==> src/hw/rtl/battery_presence_debounce_classifier_unit_macros.svh <==
// ----------------------------------------------------------------------------
// battery presence debounce classifier assertion macros
// shared concurrent assertion forms, sampled on clk_i, held off by rst_ni
// ----------------------------------------------------------------------------
`ifndef BATTERY_PRESENCE_DEBOUNCE_CLASSIFIER_UNIT_MACROS_SVH
`define BATTERY_PRESENCE_DEBOUNCE_CLASSIFIER_UNIT_MACROS_SVH

`ifndef NO_ASSERTIONS

// same-cycle implication
`define BPDC_ASSERT_IMPLY(lbl, ante, cons) \
  lbl: assert property (@(posedge clk_i) disable iff (!rst_ni) (ante) |-> (cons)) \
    else $error("bpdc assertion failed");

// next-cycle implication
`define BPDC_ASSERT_NEXT(lbl, ante, cons) \
  lbl: assert property (@(posedge clk_i) disable iff (!rst_ni) (ante) |=> (cons)) \
    else $error("bpdc assertion failed");

`else

`define BPDC_ASSERT_IMPLY(lbl, ante, cons)
`define BPDC_ASSERT_NEXT(lbl, ante, cons)

`endif

`endif

==> src/hw/rtl/bpdc_pkg.sv <==
// ----------------------------------------------------------------------------
// bpdc_pkg
// widths, register codes, reset values and shared types of the classifier
// ----------------------------------------------------------------------------
`default_nettype none

package bpdc_pkg;

  // field widths
  localparam int unsigned ADC_W      = 12;
  localparam int unsigned MV_W       = 14;
  localparam int unsigned CONF_W     = 8;
  localparam int unsigned SCALE_W    = 18;
  localparam int unsigned PCT_W      = 7;
  localparam int unsigned CLS_W      = 2;
  localparam int unsigned CFG_IDX_W  = 3;
  localparam int unsigned CFG_DATA_W = 18;
  localparam int unsigned PROD_W     = ADC_W + SCALE_W;
  localparam int unsigned Q_FRAC     = 16;

  // rounding and saturation of the scaled voltage
  localparam logic [PROD_W:0]   ROUND_HALF = (PROD_W + 1)'(32768);
  localparam logic [MV_W-1:0]   MV_MAX     = 14'd16383;

  // linear charge percent: p = ((mv - low) + 4) * 911 >> 13, exact divide by 9
  localparam int unsigned       PCT_Y_W     = 10;
  localparam int unsigned       PCT_P_W     = 2 * PCT_Y_W;
  localparam int unsigned       PCT_SHIFT   = 13;
  localparam logic [MV_W-1:0]   PCT_LOW_MV  = 14'd3300;
  localparam logic [MV_W-1:0]   PCT_HIGH_MV = 14'd4200;
  localparam logic [PCT_Y_W-1:0] PCT_BIAS   = 10'd4;
  localparam logic [PCT_Y_W-1:0] PCT_RECIP  = 10'd911;
  localparam logic [PCT_W-1:0]  PCT_FULL    = 7'd100;

  // queue between front and back
  localparam int unsigned QUEUE_DEPTH = 4;

  // register reset values
  localparam logic [MV_W-1:0]    RST_ARTIFACT_THR  = 14'd4240;
  localparam logic [MV_W-1:0]    RST_PRESENT_LOW   = 14'd3200;
  localparam logic [MV_W-1:0]    RST_PRESENT_HIGH  = 14'd4180;
  localparam logic [CONF_W-1:0]  RST_ARTIFACT_CONF = 8'd1;
  localparam logic [CONF_W-1:0]  RST_PRESENT_CONF  = 8'd12;
  localparam logic [CONF_W-1:0]  RST_ABSENT_CONF   = 8'd6;
  localparam logic [SCALE_W-1:0] RST_DIVIDER_SCALE = 18'd200428;

  // configuration register index
  typedef enum logic [CFG_IDX_W-1:0] {
    REG_ARTIFACT_THR  = 3'd0,
    REG_PRESENT_LOW   = 3'd1,
    REG_PRESENT_HIGH  = 3'd2,
    REG_ARTIFACT_CONF = 3'd3,
    REG_PRESENT_CONF  = 3'd4,
    REG_ABSENT_CONF   = 3'd5,
    REG_DIVIDER_SCALE = 3'd6
  } cfg_reg_e;

  // voltage classes
  typedef enum logic [CLS_W-1:0] {
    CLS_UNKNOWN  = 2'd0,
    CLS_ARTIFACT = 2'd1,
    CLS_PRESENT  = 2'd2,
    CLS_ABSENT   = 2'd3
  } class_e;

  typedef struct packed {
    logic [MV_W-1:0]    artifact_thr;
    logic [MV_W-1:0]    present_low;
    logic [MV_W-1:0]    present_high;
    logic [CONF_W-1:0]  artifact_conf;
    logic [CONF_W-1:0]  present_conf;
    logic [CONF_W-1:0]  absent_conf;
    logic [SCALE_W-1:0] divider_scale;
  } cfg_t;

  // one classified sample from front to back
  typedef struct packed {
    logic [MV_W-1:0] mv;
    class_e          inst;
  } sample_t;

endpackage

`default_nettype wire

==> src/hw/rtl/bpdc_front.sv <==
// ----------------------------------------------------------------------------
// bpdc_front
// scales the adc sample to battery millivolts and classifies it, two stages
// ----------------------------------------------------------------------------
`default_nettype none

module bpdc_front import bpdc_pkg::*; (
  input  wire logic             clk_i,
  input  wire logic             rst_ni,
  input  wire cfg_t             cfg_i,
  input  wire logic             push_i,
  input  wire logic [ADC_W-1:0] adc_millivolts_i,
  output logic                  full_o,
  input  wire logic             q_full_i,
  output logic                  q_push_o,
  output sample_t               q_data_o
);

  logic              s1_v_q;
  logic [PROD_W-1:0] prod_q;
  logic              s2_v_q;
  sample_t           smp_q;
  logic              s1_rdy;
  logic              s2_rdy;
  logic [PROD_W:0]   rnd_sum;
  logic [PROD_W-Q_FRAC:0] mv_wide;
  logic [MV_W-1:0]   mv;
  class_e            inst;

  // stall chain from the queue back to the input
  assign s2_rdy   = !s2_v_q || !q_full_i;
  assign s1_rdy   = !s1_v_q || s2_rdy;
  assign full_o   = !s1_rdy;
  assign q_push_o = s2_v_q;
  assign q_data_o = smp_q;

  // stage 1: q16 scale multiply
  always_ff @(posedge clk_i or negedge rst_ni) begin
    if (!rst_ni) begin
      s1_v_q <= 1'b0;
    end else if (s1_rdy) begin
      s1_v_q <= push_i;
    end
  end

  always_ff @(posedge clk_i) begin
    if (s1_rdy && push_i) begin
      prod_q <= PROD_W'(adc_millivolts_i) * PROD_W'(cfg_i.divider_scale);
    end
  end

  // round half up, saturate
  always_comb begin
    rnd_sum = {1'b0, prod_q} + ROUND_HALF;
    mv_wide = rnd_sum[PROD_W:Q_FRAC];
    if (mv_wide > (PROD_W - Q_FRAC + 1)'(MV_MAX)) begin
      mv = MV_MAX;
    end else begin
      mv = mv_wide[MV_W-1:0];
    end
  end

  // artifact test first, then the present window
  always_comb begin
    if (mv >= cfg_i.artifact_thr) begin
      inst = CLS_ARTIFACT;
    end else if (mv >= cfg_i.present_low && mv <= cfg_i.present_high) begin
      inst = CLS_PRESENT;
    end else begin
      inst = CLS_ABSENT;
    end
  end

  // stage 2: classified sample
  always_ff @(posedge clk_i or negedge rst_ni) begin
    if (!rst_ni) begin
      s2_v_q <= 1'b0;
    end else if (s2_rdy) begin
      s2_v_q <= s1_v_q;
    end
  end

  always_ff @(posedge clk_i) begin
    if (s2_rdy && s1_v_q) begin
      smp_q.mv   <= mv;
      smp_q.inst <= inst;
    end
  end

endmodule

`default_nettype wire

==> src/hw/rtl/bpdc_queue.sv <==
// ----------------------------------------------------------------------------
// bpdc_queue
// short sample queue that decouples the front from the debounce back end
// ----------------------------------------------------------------------------
`default_nettype none

`include "battery_presence_debounce_classifier_unit_macros.svh"

module bpdc_queue import bpdc_pkg::*; (
  input  wire logic    clk_i,
  input  wire logic    rst_ni,
  input  wire logic    push_i,
  input  wire sample_t data_i,
  output logic         full_o,
  input  wire logic    pop_i,
  output sample_t      data_o,
  output logic         empty_o
);

  localparam int unsigned PtrW = (QUEUE_DEPTH > 1) ? $clog2(QUEUE_DEPTH) : 1;
  localparam int unsigned CntW = $clog2(QUEUE_DEPTH + 1);
  localparam logic [PtrW-1:0] PtrLast = PtrW'(QUEUE_DEPTH - 1);
  localparam logic [CntW-1:0] CntFull = CntW'(QUEUE_DEPTH);

  sample_t         mem_q [QUEUE_DEPTH];
  logic [PtrW-1:0] wr_ptr_q;
  logic [PtrW-1:0] rd_ptr_q;
  logic [CntW-1:0] cnt_q;
  logic            do_push;
  logic            do_pop;

  assign full_o  = (cnt_q == CntFull);
  assign empty_o = (cnt_q == '0);
  assign do_push = push_i && !full_o;
  assign do_pop  = pop_i && !empty_o;
  assign data_o  = mem_q[rd_ptr_q];

  // storage
  always_ff @(posedge clk_i) begin
    if (do_push) begin
      mem_q[wr_ptr_q] <= data_i;
    end
  end

  // pointers and fill count
  always_ff @(posedge clk_i or negedge rst_ni) begin
    if (!rst_ni) begin
      wr_ptr_q <= '0;
      rd_ptr_q <= '0;
      cnt_q    <= '0;
    end else begin
      if (do_push) begin
        wr_ptr_q <= (wr_ptr_q == PtrLast) ? '0 : wr_ptr_q + 1'b1;
      end
      if (do_pop) begin
        rd_ptr_q <= (rd_ptr_q == PtrLast) ? '0 : rd_ptr_q + 1'b1;
      end
      if (do_push && !do_pop) begin
        cnt_q <= cnt_q + 1'b1;
      end else if (do_pop && !do_push) begin
        cnt_q <= cnt_q - 1'b1;
      end
    end
  end

  // checks
  `BPDC_ASSERT_IMPLY(a_cnt_bound, 1'b1, cnt_q <= CntFull)
  `BPDC_ASSERT_IMPLY(a_empty_ptrs, empty_o, rd_ptr_q == wr_ptr_q)
  `BPDC_ASSERT_NEXT(a_push_grows, do_push && !do_pop, cnt_q == $past(cnt_q) + 1'b1)

endmodule

`default_nettype wire

==> src/hw/rtl/bpdc_back.sv <==
// ----------------------------------------------------------------------------
// bpdc_back
// run counters, stable class update, charge percent and the result register
// ----------------------------------------------------------------------------
`default_nettype none

`include "battery_presence_debounce_classifier_unit_macros.svh"

module bpdc_back import bpdc_pkg::*; #(
  parameter int unsigned RunBits = 8
) (
  input  wire logic         clk_i,
  input  wire logic         rst_ni,
  input  wire cfg_t         cfg_i,
  input  wire sample_t      q_data_i,
  input  wire logic         q_empty_i,
  output logic              q_pop_o,
  output logic              empty_o,
  input  wire logic         pop_i,
  output logic [CLS_W-1:0]  stable_class_o,
  output logic [CLS_W-1:0]  instant_class_o,
  output logic              bat_detected_o,
  output logic              usb_only_o,
  output logic [PCT_W-1:0]  charge_percent_o,
  output logic [MV_W-1:0]   battery_mv_o
);

  localparam int unsigned CmpW = (RunBits > CONF_W) ? RunBits : CONF_W;
  localparam logic [RunBits-1:0] RunMax = '1;

  logic [RunBits-1:0] art_run_q, pres_run_q, abs_run_q;
  logic [RunBits-1:0] art_run_d, pres_run_d, abs_run_d;
  class_e             stable_q, stable_d;
  logic               take;

  logic               out_v_q;
  class_e             res_stable_q;
  class_e             res_inst_q;
  logic [PCT_W-1:0]   res_pct_q;
  logic [MV_W-1:0]    res_mv_q;

  logic [MV_W-1:0]    pct_diff;
  logic [PCT_Y_W-1:0] pct_y;
  logic [PCT_P_W-1:0] pct_prod;
  logic [PCT_W-1:0]   pct_lin;
  logic [PCT_W-1:0]   pct_d;

  // take a sample when the result slot is free or being drained
  assign take    = !q_empty_i && (!out_v_q || pop_i);
  assign q_pop_o = take;
  assign empty_o = !out_v_q;

  // run counters and class adoption
  always_comb begin
    art_run_d  = '0;
    pres_run_d = '0;
    abs_run_d  = '0;
    stable_d   = stable_q;
    case (q_data_i.inst)
      CLS_ARTIFACT: begin
        art_run_d = (art_run_q == RunMax) ? art_run_q : art_run_q + 1'b1;
        if (CmpW'(art_run_d) >= CmpW'(cfg_i.artifact_conf)) begin
          stable_d = CLS_ARTIFACT;
        end
      end
      CLS_PRESENT: begin
        pres_run_d = (pres_run_q == RunMax) ? pres_run_q : pres_run_q + 1'b1;
        if (CmpW'(pres_run_d) >= CmpW'(cfg_i.present_conf)) begin
          stable_d = CLS_PRESENT;
        end
      end
      default: begin
        abs_run_d = (abs_run_q == RunMax) ? abs_run_q : abs_run_q + 1'b1;
        if (CmpW'(abs_run_d) >= CmpW'(cfg_i.absent_conf)) begin
          stable_d = CLS_ABSENT;
        end
      end
    endcase
  end

  // linear percent, rounded, by reciprocal multiply
  always_comb begin
    pct_diff = q_data_i.mv - PCT_LOW_MV;
    pct_y    = pct_diff[PCT_Y_W-1:0] + PCT_BIAS;
    pct_prod = PCT_P_W'(pct_y) * PCT_P_W'(PCT_RECIP);
    pct_lin  = pct_prod[PCT_SHIFT +: PCT_W];
    if (stable_d != CLS_PRESENT || q_data_i.mv <= PCT_LOW_MV) begin
      pct_d = '0;
    end else if (q_data_i.mv >= PCT_HIGH_MV) begin
      pct_d = PCT_FULL;
    end else begin
      pct_d = pct_lin;
    end
  end

  // debounce state
  always_ff @(posedge clk_i or negedge rst_ni) begin
    if (!rst_ni) begin
      art_run_q  <= '0;
      pres_run_q <= '0;
      abs_run_q  <= '0;
      stable_q   <= CLS_UNKNOWN;
    end else if (take) begin
      art_run_q  <= art_run_d;
      pres_run_q <= pres_run_d;
      abs_run_q  <= abs_run_d;
      stable_q   <= stable_d;
    end
  end

  // result register
  always_ff @(posedge clk_i or negedge rst_ni) begin
    if (!rst_ni) begin
      out_v_q <= 1'b0;
    end else if (take) begin
      out_v_q <= 1'b1;
    end else if (pop_i) begin
      out_v_q <= 1'b0;
    end
  end

  always_ff @(posedge clk_i) begin
    if (take) begin
      res_stable_q <= stable_d;
      res_inst_q   <= q_data_i.inst;
      res_pct_q    <= pct_d;
      res_mv_q     <= q_data_i.mv;
    end
  end

  assign stable_class_o    = res_stable_q;
  assign instant_class_o   = res_inst_q;
  assign bat_detected_o    = (res_stable_q == CLS_PRESENT);
  assign usb_only_o        = (res_stable_q == CLS_ARTIFACT);
  assign charge_percent_o  = res_pct_q;
  assign battery_mv_o      = res_mv_q;

  // checks
  `BPDC_ASSERT_IMPLY(a_one_run, 1'b1, ((art_run_q != '0) + (pres_run_q != '0) + (abs_run_q != '0)) <= 2'd1)
  `BPDC_ASSERT_IMPLY(a_pct_only_present, out_v_q && res_pct_q != '0, res_stable_q == CLS_PRESENT)
  `BPDC_ASSERT_IMPLY(a_pct_range, out_v_q, res_pct_q <= PCT_FULL)
  `BPDC_ASSERT_NEXT(a_stable_sticky, !take, stable_q == $past(stable_q))

endmodule

`default_nettype wire

==> src/hw/rtl/battery_presence_debounce_classifier_unit.sv <==
// path: an accepted sample passes stage 1, stage 2, the queue and the result register
// throughput: one sample per cycle while full is low; the only loop is the debounce update
// front (multiply, classify) and back (debounce, percent) are split by a 4-entry queue
// reset: asynchronous, clears run counters, stable class (unknown), queue and valids
// reset also loads the default thresholds, confirm counts and divider factor
// ----------------------------------------------------------------------------
// battery_presence_debounce_classifier_unit
// debounced battery presence classifier with linear charge percent
// ----------------------------------------------------------------------------
`default_nettype none

module battery_presence_debounce_classifier_unit import bpdc_pkg::*; #(
  parameter int unsigned RUN_COUNT_BITS = 8
) (
  input  wire logic                  clk_i,
  input  wire logic                  rst_ni,
  input  wire logic                  cfg_we_i,
  input  wire logic [CFG_IDX_W-1:0]  cfg_idx_i,
  input  wire logic [CFG_DATA_W-1:0] cfg_data_i,
  input  wire logic                  push,
  output logic                       full,
  input  wire logic [ADC_W-1:0]      adc_millivolts_i,
  input  wire logic                  pop,
  output logic                       empty,
  output logic [CLS_W-1:0]           stable_class_o,
  output logic [CLS_W-1:0]           instant_class_o,
  output logic                       bat_detected_o,
  output logic                       usb_only_o,
  output logic [PCT_W-1:0]           charge_percent_o,
  output logic [MV_W-1:0]            battery_mv_o
);

  cfg_t    cfg_q;
  logic    q_push;
  sample_t q_wdata;
  logic    q_full;
  logic    q_pop;
  sample_t q_rdata;
  logic    q_empty;

  // configuration registers
  always_ff @(posedge clk_i or negedge rst_ni) begin
    if (!rst_ni) begin
      cfg_q.artifact_thr  <= RST_ARTIFACT_THR;
      cfg_q.present_low   <= RST_PRESENT_LOW;
      cfg_q.present_high  <= RST_PRESENT_HIGH;
      cfg_q.artifact_conf <= RST_ARTIFACT_CONF;
      cfg_q.present_conf  <= RST_PRESENT_CONF;
      cfg_q.absent_conf   <= RST_ABSENT_CONF;
      cfg_q.divider_scale <= RST_DIVIDER_SCALE;
    end else if (cfg_we_i) begin
      case (cfg_idx_i)
        REG_ARTIFACT_THR:  cfg_q.artifact_thr  <= cfg_data_i[MV_W-1:0];
        REG_PRESENT_LOW:   cfg_q.present_low   <= cfg_data_i[MV_W-1:0];
        REG_PRESENT_HIGH:  cfg_q.present_high  <= cfg_data_i[MV_W-1:0];
        REG_ARTIFACT_CONF: cfg_q.artifact_conf <= cfg_data_i[CONF_W-1:0];
        REG_PRESENT_CONF:  cfg_q.present_conf  <= cfg_data_i[CONF_W-1:0];
        REG_ABSENT_CONF:   cfg_q.absent_conf   <= cfg_data_i[CONF_W-1:0];
        REG_DIVIDER_SCALE: cfg_q.divider_scale <= cfg_data_i[SCALE_W-1:0];
        default: begin
        end
      endcase
    end
  end

  // scale and classify
  bpdc_front u_front (
    .clk_i            (clk_i),
    .rst_ni           (rst_ni),
    .cfg_i            (cfg_q),
    .push_i           (push),
    .adc_millivolts_i (adc_millivolts_i),
    .full_o           (full),
    .q_full_i         (q_full),
    .q_push_o         (q_push),
    .q_data_o         (q_wdata)
  );

  // decoupling queue
  bpdc_queue u_queue (
    .clk_i   (clk_i),
    .rst_ni  (rst_ni),
    .push_i  (q_push),
    .data_i  (q_wdata),
    .full_o  (q_full),
    .pop_i   (q_pop),
    .data_o  (q_rdata),
    .empty_o (q_empty)
  );

  // debounce and result
  bpdc_back #(
    .RunBits (RUN_COUNT_BITS)
  ) u_back (
    .clk_i             (clk_i),
    .rst_ni            (rst_ni),
    .cfg_i             (cfg_q),
    .q_data_i          (q_rdata),
    .q_empty_i         (q_empty),
    .q_pop_o           (q_pop),
    .empty_o           (empty),
    .pop_i             (pop),
    .stable_class_o    (stable_class_o),
    .instant_class_o   (instant_class_o),
    .bat_detected_o    (bat_detected_o),
    .usb_only_o        (usb_only_o),
    .charge_percent_o  (charge_percent_o),
    .battery_mv_o      (battery_mv_o)
  );

endmodule

`default_nettype wire
==> config.mk <==
export PLATFORM = sky130hd
export DESIGN_NAME = battery_presence_debounce_classifier_unit
export DESIGN_NICKNAME = d
export VERILOG_FILES = /design/src/hw/rtl/bpdc_pkg.sv /design/src/hw/rtl/bpdc_front.sv /design/src/hw/rtl/bpdc_queue.sv /design/src/hw/rtl/bpdc_back.sv /design/src/hw/rtl/battery_presence_debounce_classifier_unit.sv
export VERILOG_INCLUDE_DIRS = /design/src /design/src/hw/rtl
export SDC_FILE = /design/constraint.sdc
export NUM_CORES = 1
export LEC_CHECK = 0
export BUFFER_PORTS_ARGS = -buffer_cell sky130_fd_sc_hd__buf_2
export CAP_MARGIN = 20
export CORE_MARGIN = 5
export CORE_UTILIZATION = 55
export DETAILED_ROUTE_END_ITERATION = 10
export PLACE_DENSITY = 0.72
export SYNTH_ARGS = -nofsm -noshare
export SYNTH_HDL_FRONTEND = slang
export SYNTH_SLANG_ARGS = --single-unit
==> constraint.sdc <==
create_clock -name clk_i -period 10.8 [get_ports clk_i]
set_input_delay 2.16 -clock clk_i [delete_from_list [all_inputs] [get_ports clk_i]]
set_output_delay 2.16 -clock clk_i [all_outputs]
set_load 0.02 [all_outputs]
==> flow_summary_export.csv, run 1 <==
group,metric,value,unit
routing,wl_per_cell,17.35,um
cts,htreeDepth,1,
cells_and_area,nets,2331,
placement,dp_hpwl,31450,um
critical_path,r2r_start,"u_queue.rd_ptr_q[1]$_DFFE_PN0P_",
critical_path,reg2reg_depth,20,
critical_path,critPathCaptureType,"flip-flop",
synth,synth-seq-cells,240,
timing,final.setup.tns,0,ps
status,status,"complete, no violations",
routing,drtIter0Drc,686,
routing,drt_pass1_iterations,5,
synth,ys_dominant_reg_cell,"edfxtp_1",
synth,ys_top_cells_by_area,"edfxtp_1, fa_1, ha_1",
cts,cts_setup_buffers,0,
critical_path,ff2ff_setup_slack,3990,ps
flow_run,cap_violations,0,
synth,ys_seq_area_frac,0.3392,
floorplan,rows,69,
cts,numCtsBuffers,26,
cts,clkTransAtPathRegs,60,ps
cts,cts_sinks,240,
global_routing,grt_overflow,0,
synth,synthAdderAreaFrac,0.3158,
routing,via_per_inst,5.568,
worst_hold_path,min_path_type,"reg2reg",
cells_and_area,area_growth,8.331,%
cts,postCtsHoldBufs,0,
routing,ant_nets,0,
floorplan,initial_utilization,0.5542,
critical_path,crit_arrival,7330,ps
timing,fmax,0.1413,GHz
synth,synth_compound_area_frac,0.07928,
synth,synth_top_area_frac,0.1841,
timing,fin_crit_sh,0.6553,
cells_and_area,layout-drive-gt1-share,0.1111,
timing,min_period,7078,ps
critical_path,critPathLaunchType,"input pin",
cts,clk_path_buf_depth,3,
global_routing,grt_max_degree,68,
synth,synth_top_family_by_area,"adder cells",
routing,num_vias,13300,
timing,grt_setup_unrepaired,"false",
floorplan,die_y,198.6,um
routing,drc_errors,0,
synth,postSynthAreaPerCell,10.50,sq um
synth,yosys.area_share.simple,0.1259,
synth,synth_warnings,0,
global_routing,antenna_found_initial,0,
synth,synthMuxAreaShare,0.04533,
timing,worst_pin_slew,932.7,ps
cts,insertion_delay,530,ps
floorplan,core_area,0.03531,sq mm
cts,cts-root-buf,"clkbuf_16",
synth,synth_edf_count,120,
synth,synthTopCellsByCount,"inv_1, nand2_1, ha_1",
critical_path,path_class,"in2reg",
critical_path,path_max_fanout,18,
timing,skew,13.73,ps
synth,netlist_instances,1864,
floorplan,die_w,198.6,um
cells_and_area,antenna_cells,0,
critical_path,cp-startpoint,"adc_millivolts_i[8]",
critical_path,cp_data_required_time,11050,ps
critical_path,crit_path_end,"u_front.prod_q[29]$_DFFE_PP_",
cells_and_area,multi_input_area,0.01157,sq mm
timing,maxSlewHeadroom,0.3782,
cells_and_area,nFillCells,2893,
synth,synth_area,0.01957,sq mm
critical_path,r2r_end,"u_back.charge_percent_o[3]$_SDFFCE_PP0P_",
timing,hold_slack,489.8,ps
global_routing,grt_pass1_wl,69530,um
placement,finalWeightedCongestion,0.8675,
timing,setup_viol,0,
synth,synthArstFlopShare,0.5000,
synth,yosysUniqueCellTypes,67,
timing,final-hold-violation-count,0,
worst_hold_path,holdPathStages,0,
floorplan,die_area,0.03945,sq mm
timing,drv_slew,0,
synth,synth-xor-area-share,0.02461,
synth,synth_most_common_cell,"inv_1",
cells_and_area,register_area,0.006638,sq mm
global_routing,groute.usage.overall,0.2178,
cts,cts_resized,0,
global_routing,grt_pass1_vias,13830,
floorplan,io_pins,67,
cts,cts_tree,"built",
synth,synth_nets,2288,
routing,drt_wl_total,41420,um
placement,io_buffers,66,
synth,yosys.area.top_type,"edfxtp_1",
==> cell families after synthesis <==
logic type / after synthesis
AND/OR/NAND/NOR: 523
flip-flops: 240
multiplexers: 62
buffers and inverters: 360
XOR/XNOR: 55
AO/OA/AOI/OAI: 238
adder cells (fa/ha/maj): 386
==> metal layers <==
| metal | track usage | up-vias | part of all wire |
|---|---|---|---|
| met5 | 0 | - | 0 |
| met4 | 0.05800 | 0 | 0.027 |
| met3 | 0.02829 | 81 | 0.044 |
| met2 | 0.3740 | 305 | 0.50 |
| met1 | 0.2955 | 6661 | 0.43 |
| li1 | - | 6249 | - |
==> cell type report <==
class / count / area share
tap: 461 / 0.02721
clock buffer: 32 / 0.03323
sequential: 240 / 0.3131
clock inverter: 16 / 0.008558
timing repair buffer: 76 / 0.01924
multi-input combinational: 1264 / 0.5457
inverter: 299 / 0.05294
==> worst max-delay path: stages <==
cell and delay [ps]:
buf_2 320, nand2_1 140, fa_1 550, inv_1 50, fa_1 460, fa_1 510, fa_1 540, inv_1 50
fa_1 530, inv_1 40, ha_1 300, a21oi_1 200, o32ai_2 140, a2111oi_2 420, a21oi_2 150, a31oi_1 440
o41a_1 220, o211ai_1 80
==> cell usage in the layout, fill, tap and decap left out, drive strengths merged, types with 4 or more instances in the layout <==
master	netlist	routed
a2111oi	4	4
a211oi	13	13
a21o	27	27
a21oi	48	48
a22o	12	12
a31oi	7	7
and2	78	78
and3	16	16
and4	5	5
buf	9	76
clkbuf	52	32
clkinv	0	7
dfrtp	95	95
dfstp	25	25
edfxtp	120	120
fa	180	180
ha	206	206
inv	299	303
mux2	44	44
mux4	16	16
nand2	265	265
nand2b	10	10
nand3	34	34
nand4	12	12
nor2	56	56
nor2b	12	12
nor3	17	17
nor4	5	5
o211ai	9	9
o21a	8	8
o21ai	81	81
o21bai	5	5
o31ai	8	8
xnor2	26	26
xor2	29	29
==> how the worst min path moves through the flow <==
stage                                           start                             to  slack, ps
finish                  u_front.q_data_o[9]$_DFFE_PP_  u_queue.mem_q[3][9]$_DFFE_PP_        490
global placement    u_front.q_data_o[0]$_SDFFCE_PP1P_  u_queue.mem_q[2][0]$_DFFE_PP_        470
global route            u_front.q_data_o[7]$_DFFE_PP_  u_queue.mem_q[2][7]$_DFFE_PP_        510
detailed placement      u_front.q_data_o[7]$_DFFE_PP_  u_queue.mem_q[3][7]$_DFFE_PP_        480
floorplan                  u_front.s1_v_q$_DFFE_PN0N_   u_front.q_push_o$_DFFE_PN0P_        450
CTS                        u_front.s1_v_q$_DFFE_PN0N_   u_front.q_push_o$_DFFE_PN0P_        490
==> per-stage QoR <==
step                      worst slack (ps)    util  cells  cell area [sq um]
after global placement                3340  0.5753   2340              20310
final                                 3722  0.6004   2388              21200
after global routing                  3386  0.6004   2388              21200
after CTS                             3766  0.6004   2388              21200
after detailed placement              3235  0.5753   2340              20310
after floorplan                       3458       -   1864              19570
==> registers in the layout, summed over array words and instances (netlist names), 7 cells and up <==
register / cells
cfg_q: 84
u_queue.mem_q: 64
u_front.q_data_o: 16
u_front.prod_q: 15
u_back.battery_mv_o: 14
u_back.abs_run_q: 8
u_back.art_run_q: 8
u_back.pres_run_q: 8
u_back.charge_percent_o: 7
Power of run 1 is not shown: default switching activity piles up to over one toggle a cycle in this logic, so the estimate is an artifact.
==> run 2: changes to the inputs <==
--- a/config.mk
+++ b/config.mk
@@ -6,12 +6,13 @@
 export SDC_FILE = /design/constraint.sdc
 export NUM_CORES = 1
 export LEC_CHECK = 0
+export ABC_AREA = 1
 export BUFFER_PORTS_ARGS = -buffer_cell sky130_fd_sc_hd__buf_2
 export CAP_MARGIN = 20
 export CORE_MARGIN = 5
 export CORE_UTILIZATION = 55
 export DETAILED_ROUTE_END_ITERATION = 10
-export PLACE_DENSITY = 0.72
+export PLACE_DENSITY = 0.75
 export SYNTH_ARGS = -nofsm -noshare
 export SYNTH_HDL_FRONTEND = slang
 export SYNTH_SLANG_ARGS = --single-unit
==> constraint.sdc (replaced) <==
create_clock -name clk_i -period 6.45 [get_ports clk_i]
set_input_delay 1.29 -clock clk_i [delete_from_list [all_inputs] [get_ports clk_i]]
set_output_delay 1.29 -clock clk_i [all_outputs]
set_load 0.02 [all_outputs]
==> flow_summary_export.csv, run 2 <==
group,metric,value,unit
status,status,"complete, no violations",
routing,drtIter0Drc,1087,
cts,cts_sinks,240,
cts,htreeDepth,1,
synth,synth_nets,2812,
critical_path,critPathCaptureType,"flip-flop",
routing,drt_wl_total,46610,um
cells_and_area,register_area,0.006638,sq mm
synth,synth_top_area_frac,0.1763,
routing,wl_per_cell,16.00,um
critical_path,cp-startpoint,"u_queue.rd_ptr_q[0]$_DFFE_PN0P_",
synth,ys_top_cells_by_area,"edfxtp_1, fa_1, ha_1",
cells_and_area,multi_input_area,0.01162,sq mm
routing,ant_nets,0,
worst_hold_path,hold_start,"cfg_q[50]$_DFFE_PN0P_",
cells_and_area,nets,2848,
routing,via_per_inst,5.357,
critical_path,path_class,"reg2reg",
cts,clk_path_buf_depth,3,
placement,dp_hpwl,36070,um
synth,ys_dominant_reg_cell,"edfxtp_1",
synth,synth_edf_count,120,
timing,maxSlewHeadroom,0.3356,
timing,final.setup.tns,0,ps
critical_path,crit_arrival,6310,ps
cts,postCtsHoldBufs,0,
synth,netlist_instances,2388,
synth,ys_seq_area_frac,0.3248,
synth,synth_warnings,0,
timing,worst_pin_slew,995.5,ps
cells_and_area,area_growth,7.874,%
cells_and_area,antenna_cells,0,
routing,drc_errors,0,
critical_path,path_max_fanout,29,
cells_and_area,layout_common_cells,"nand2_1, inv_1, ha_1, fa_1, o21ai_0",
synth,postSynthAreaPerCell,8.557,sq um
floorplan,initial_utilization,0.5582,
flow_run,cap_violations,0,
cells_and_area,nFillCells,3146,
critical_path,cp_slowest_cell,"fa_1",
cells_and_area,layout-drive-gt1-share,0.06871,
floorplan,rows,70,
global_routing,antenna_found_initial,0,
cts,numCtsBuffers,27,
floorplan,die_y,202.8,um
worst_hold_path,min_path_type,"reg2reg",
floorplan,die_area,0.04111,sq mm
global_routing,grt_pass1_wl,78740,um
cts,insertion_delay,570,ps
floorplan,io_pins,67,
cells_and_area,layout_commonest_cell,"nand2_1",
critical_path,path_buf_inv,5,
cts,cts-root-buf,"clkbuf_16",
cts,clkTransAtPathRegs,60,ps
global_routing,groute.usage.overall,0.2317,
synth,yosys.area.top_type,"edfxtp_1",
timing,drv_slew,0,
critical_path,cp_data_required_time,6770,ps
synth,yosysUniqueCellTypes,45,
critical_path,critPathLaunchType,"flip-flop",
routing,drt_pass1_iterations,5,
synth,synthTopCellsByCount,"nand2_1, inv_1, ha_1",
floorplan,core_area,0.03661,sq mm
timing,grt_setup_unrepaired,"false",
synth,synth_area,0.02043,sq mm
synth,synthArstFlopShare,0.5000,
routing,num_vias,15600,
critical_path,critical_path.most_common_cell,"nand2_1",
placement,pre_cts_slack,61.14,ps
critical_path,r2r_start,"u_queue.rd_ptr_q[0]$_DFFE_PN0P_",
timing,skew,19.65,ps
timing,final-hold-violation-count,0,
timing,fin_crit_sh,0.9286,
timing,fmax,0.1670,GHz
cts,cts_resized,0,
cells_and_area,regMostFlops,"cfg_q",
global_routing,grt_pass1_vias,15870,
synth,synth_most_common_cell,"nand2_1",
critical_path,critical_path.top_delay_family,"adder cells",
cells_and_area,largest_register_ffs,84,
timing,setup_ws,460.7,ps
placement,finalWeightedCongestion,0.9244,
timing,min_period,5989,ps
global_routing,grt_overflow,0,
synth,synth-seq-cells,240,
global_routing,grt_max_degree,68,
placement,io_buffers,66,
critical_path,critPathMaxStageDelay,540,ps
floorplan,die_w,202.8,um
timing,setup_viol,0,
cts,cts_tree,"built",
cts,cts_setup_buffers,0,
run 2: cell count changes after synthesis, moves of 20 or more:
cell / change
and2_1: -78
a21o_1: -20
nand2_1: +353
a21oi_1: +51
nand3_1: +41
nor2_1: +49
o21ai_0: +68
mux2_2: -39
inv_1: +200
run 2: cell families (layout without fill, tap and decap cells):
kind of cell               after synthesis  in the layout  synth area share
AOI/OAI and AO/OA                      291            291           0.07721
and+or+nand+nor                        853            853            0.1679
muxes                                    5              5          0.002755
DFF                                    240            240            0.3248
adders and majority gates              386            386            0.3025
buffers and inverters                  573            630            0.1077
xor gates and xnor gates                40             40           0.01714
run 2: per-stage QoR:
stage               cell area (sq um)  instances    util  hold WS [ps]
finish                          22040       2913  0.6021         484.4
global route                    22040       2913  0.6021         501.6
global placement                21150       2863  0.5776         467.4
detailed placement              21150       2863  0.5776         473.3
CTS                             22040       2913  0.6021         488.4
floorplan                       20430       2388       -         448.6
run 2: metal layers:
| layer | global-route usage | wire length (um) |
|---|---|---|
| met1 | 0.3189 | 20030 |
| met2 | 0.3916 | 22470 |
| met3 | 0.02731 | 2790 |
| met4 | 0.06596 | 1322 |
| met5 | 0 | 0 |
run 2: area by class of cell:
type                       count  area share
tap                          468     0.02656
clock buffer                  36     0.03457
clock inverter                14    0.006187
timing repair buffer          76     0.01850
multi-input combinational   1575      0.5270
sequential                   240      0.3011
inverter                     504     0.08605
run 2: tightest hold or removal path: cells and delay by family, from the launching register on:
family           cells  cell delay, ps
flip-flops           1             340
AO/OA/AOI/OAI        1              60
AND/OR/NAND/NOR      1              50
run 2: worst paths after layout:
path | end | slack (ps) | cells past startpoint
worst max register to register | u_back.charge_percent_o[4]$_SDFFCE_PP0P_ | 460 | 25
min in group asynchronous | cfg_q[15]$_DFFE_PN0P_ | 750 | 1
worst max-delay path | u_back.charge_percent_o[4]$_SDFFCE_PP0P_ | 460 | 25
max in group asynchronous | cfg_q[80]$_DFFE_PN0P_ | 4300 | 2
worst min-delay path | cfg_q[50]$_DFFE_PN0P_ | 480 | 2
worst min register to register | cfg_q[50]$_DFFE_PN0P_ | 480 | 2
Power of run 2 is left out for the same reason.
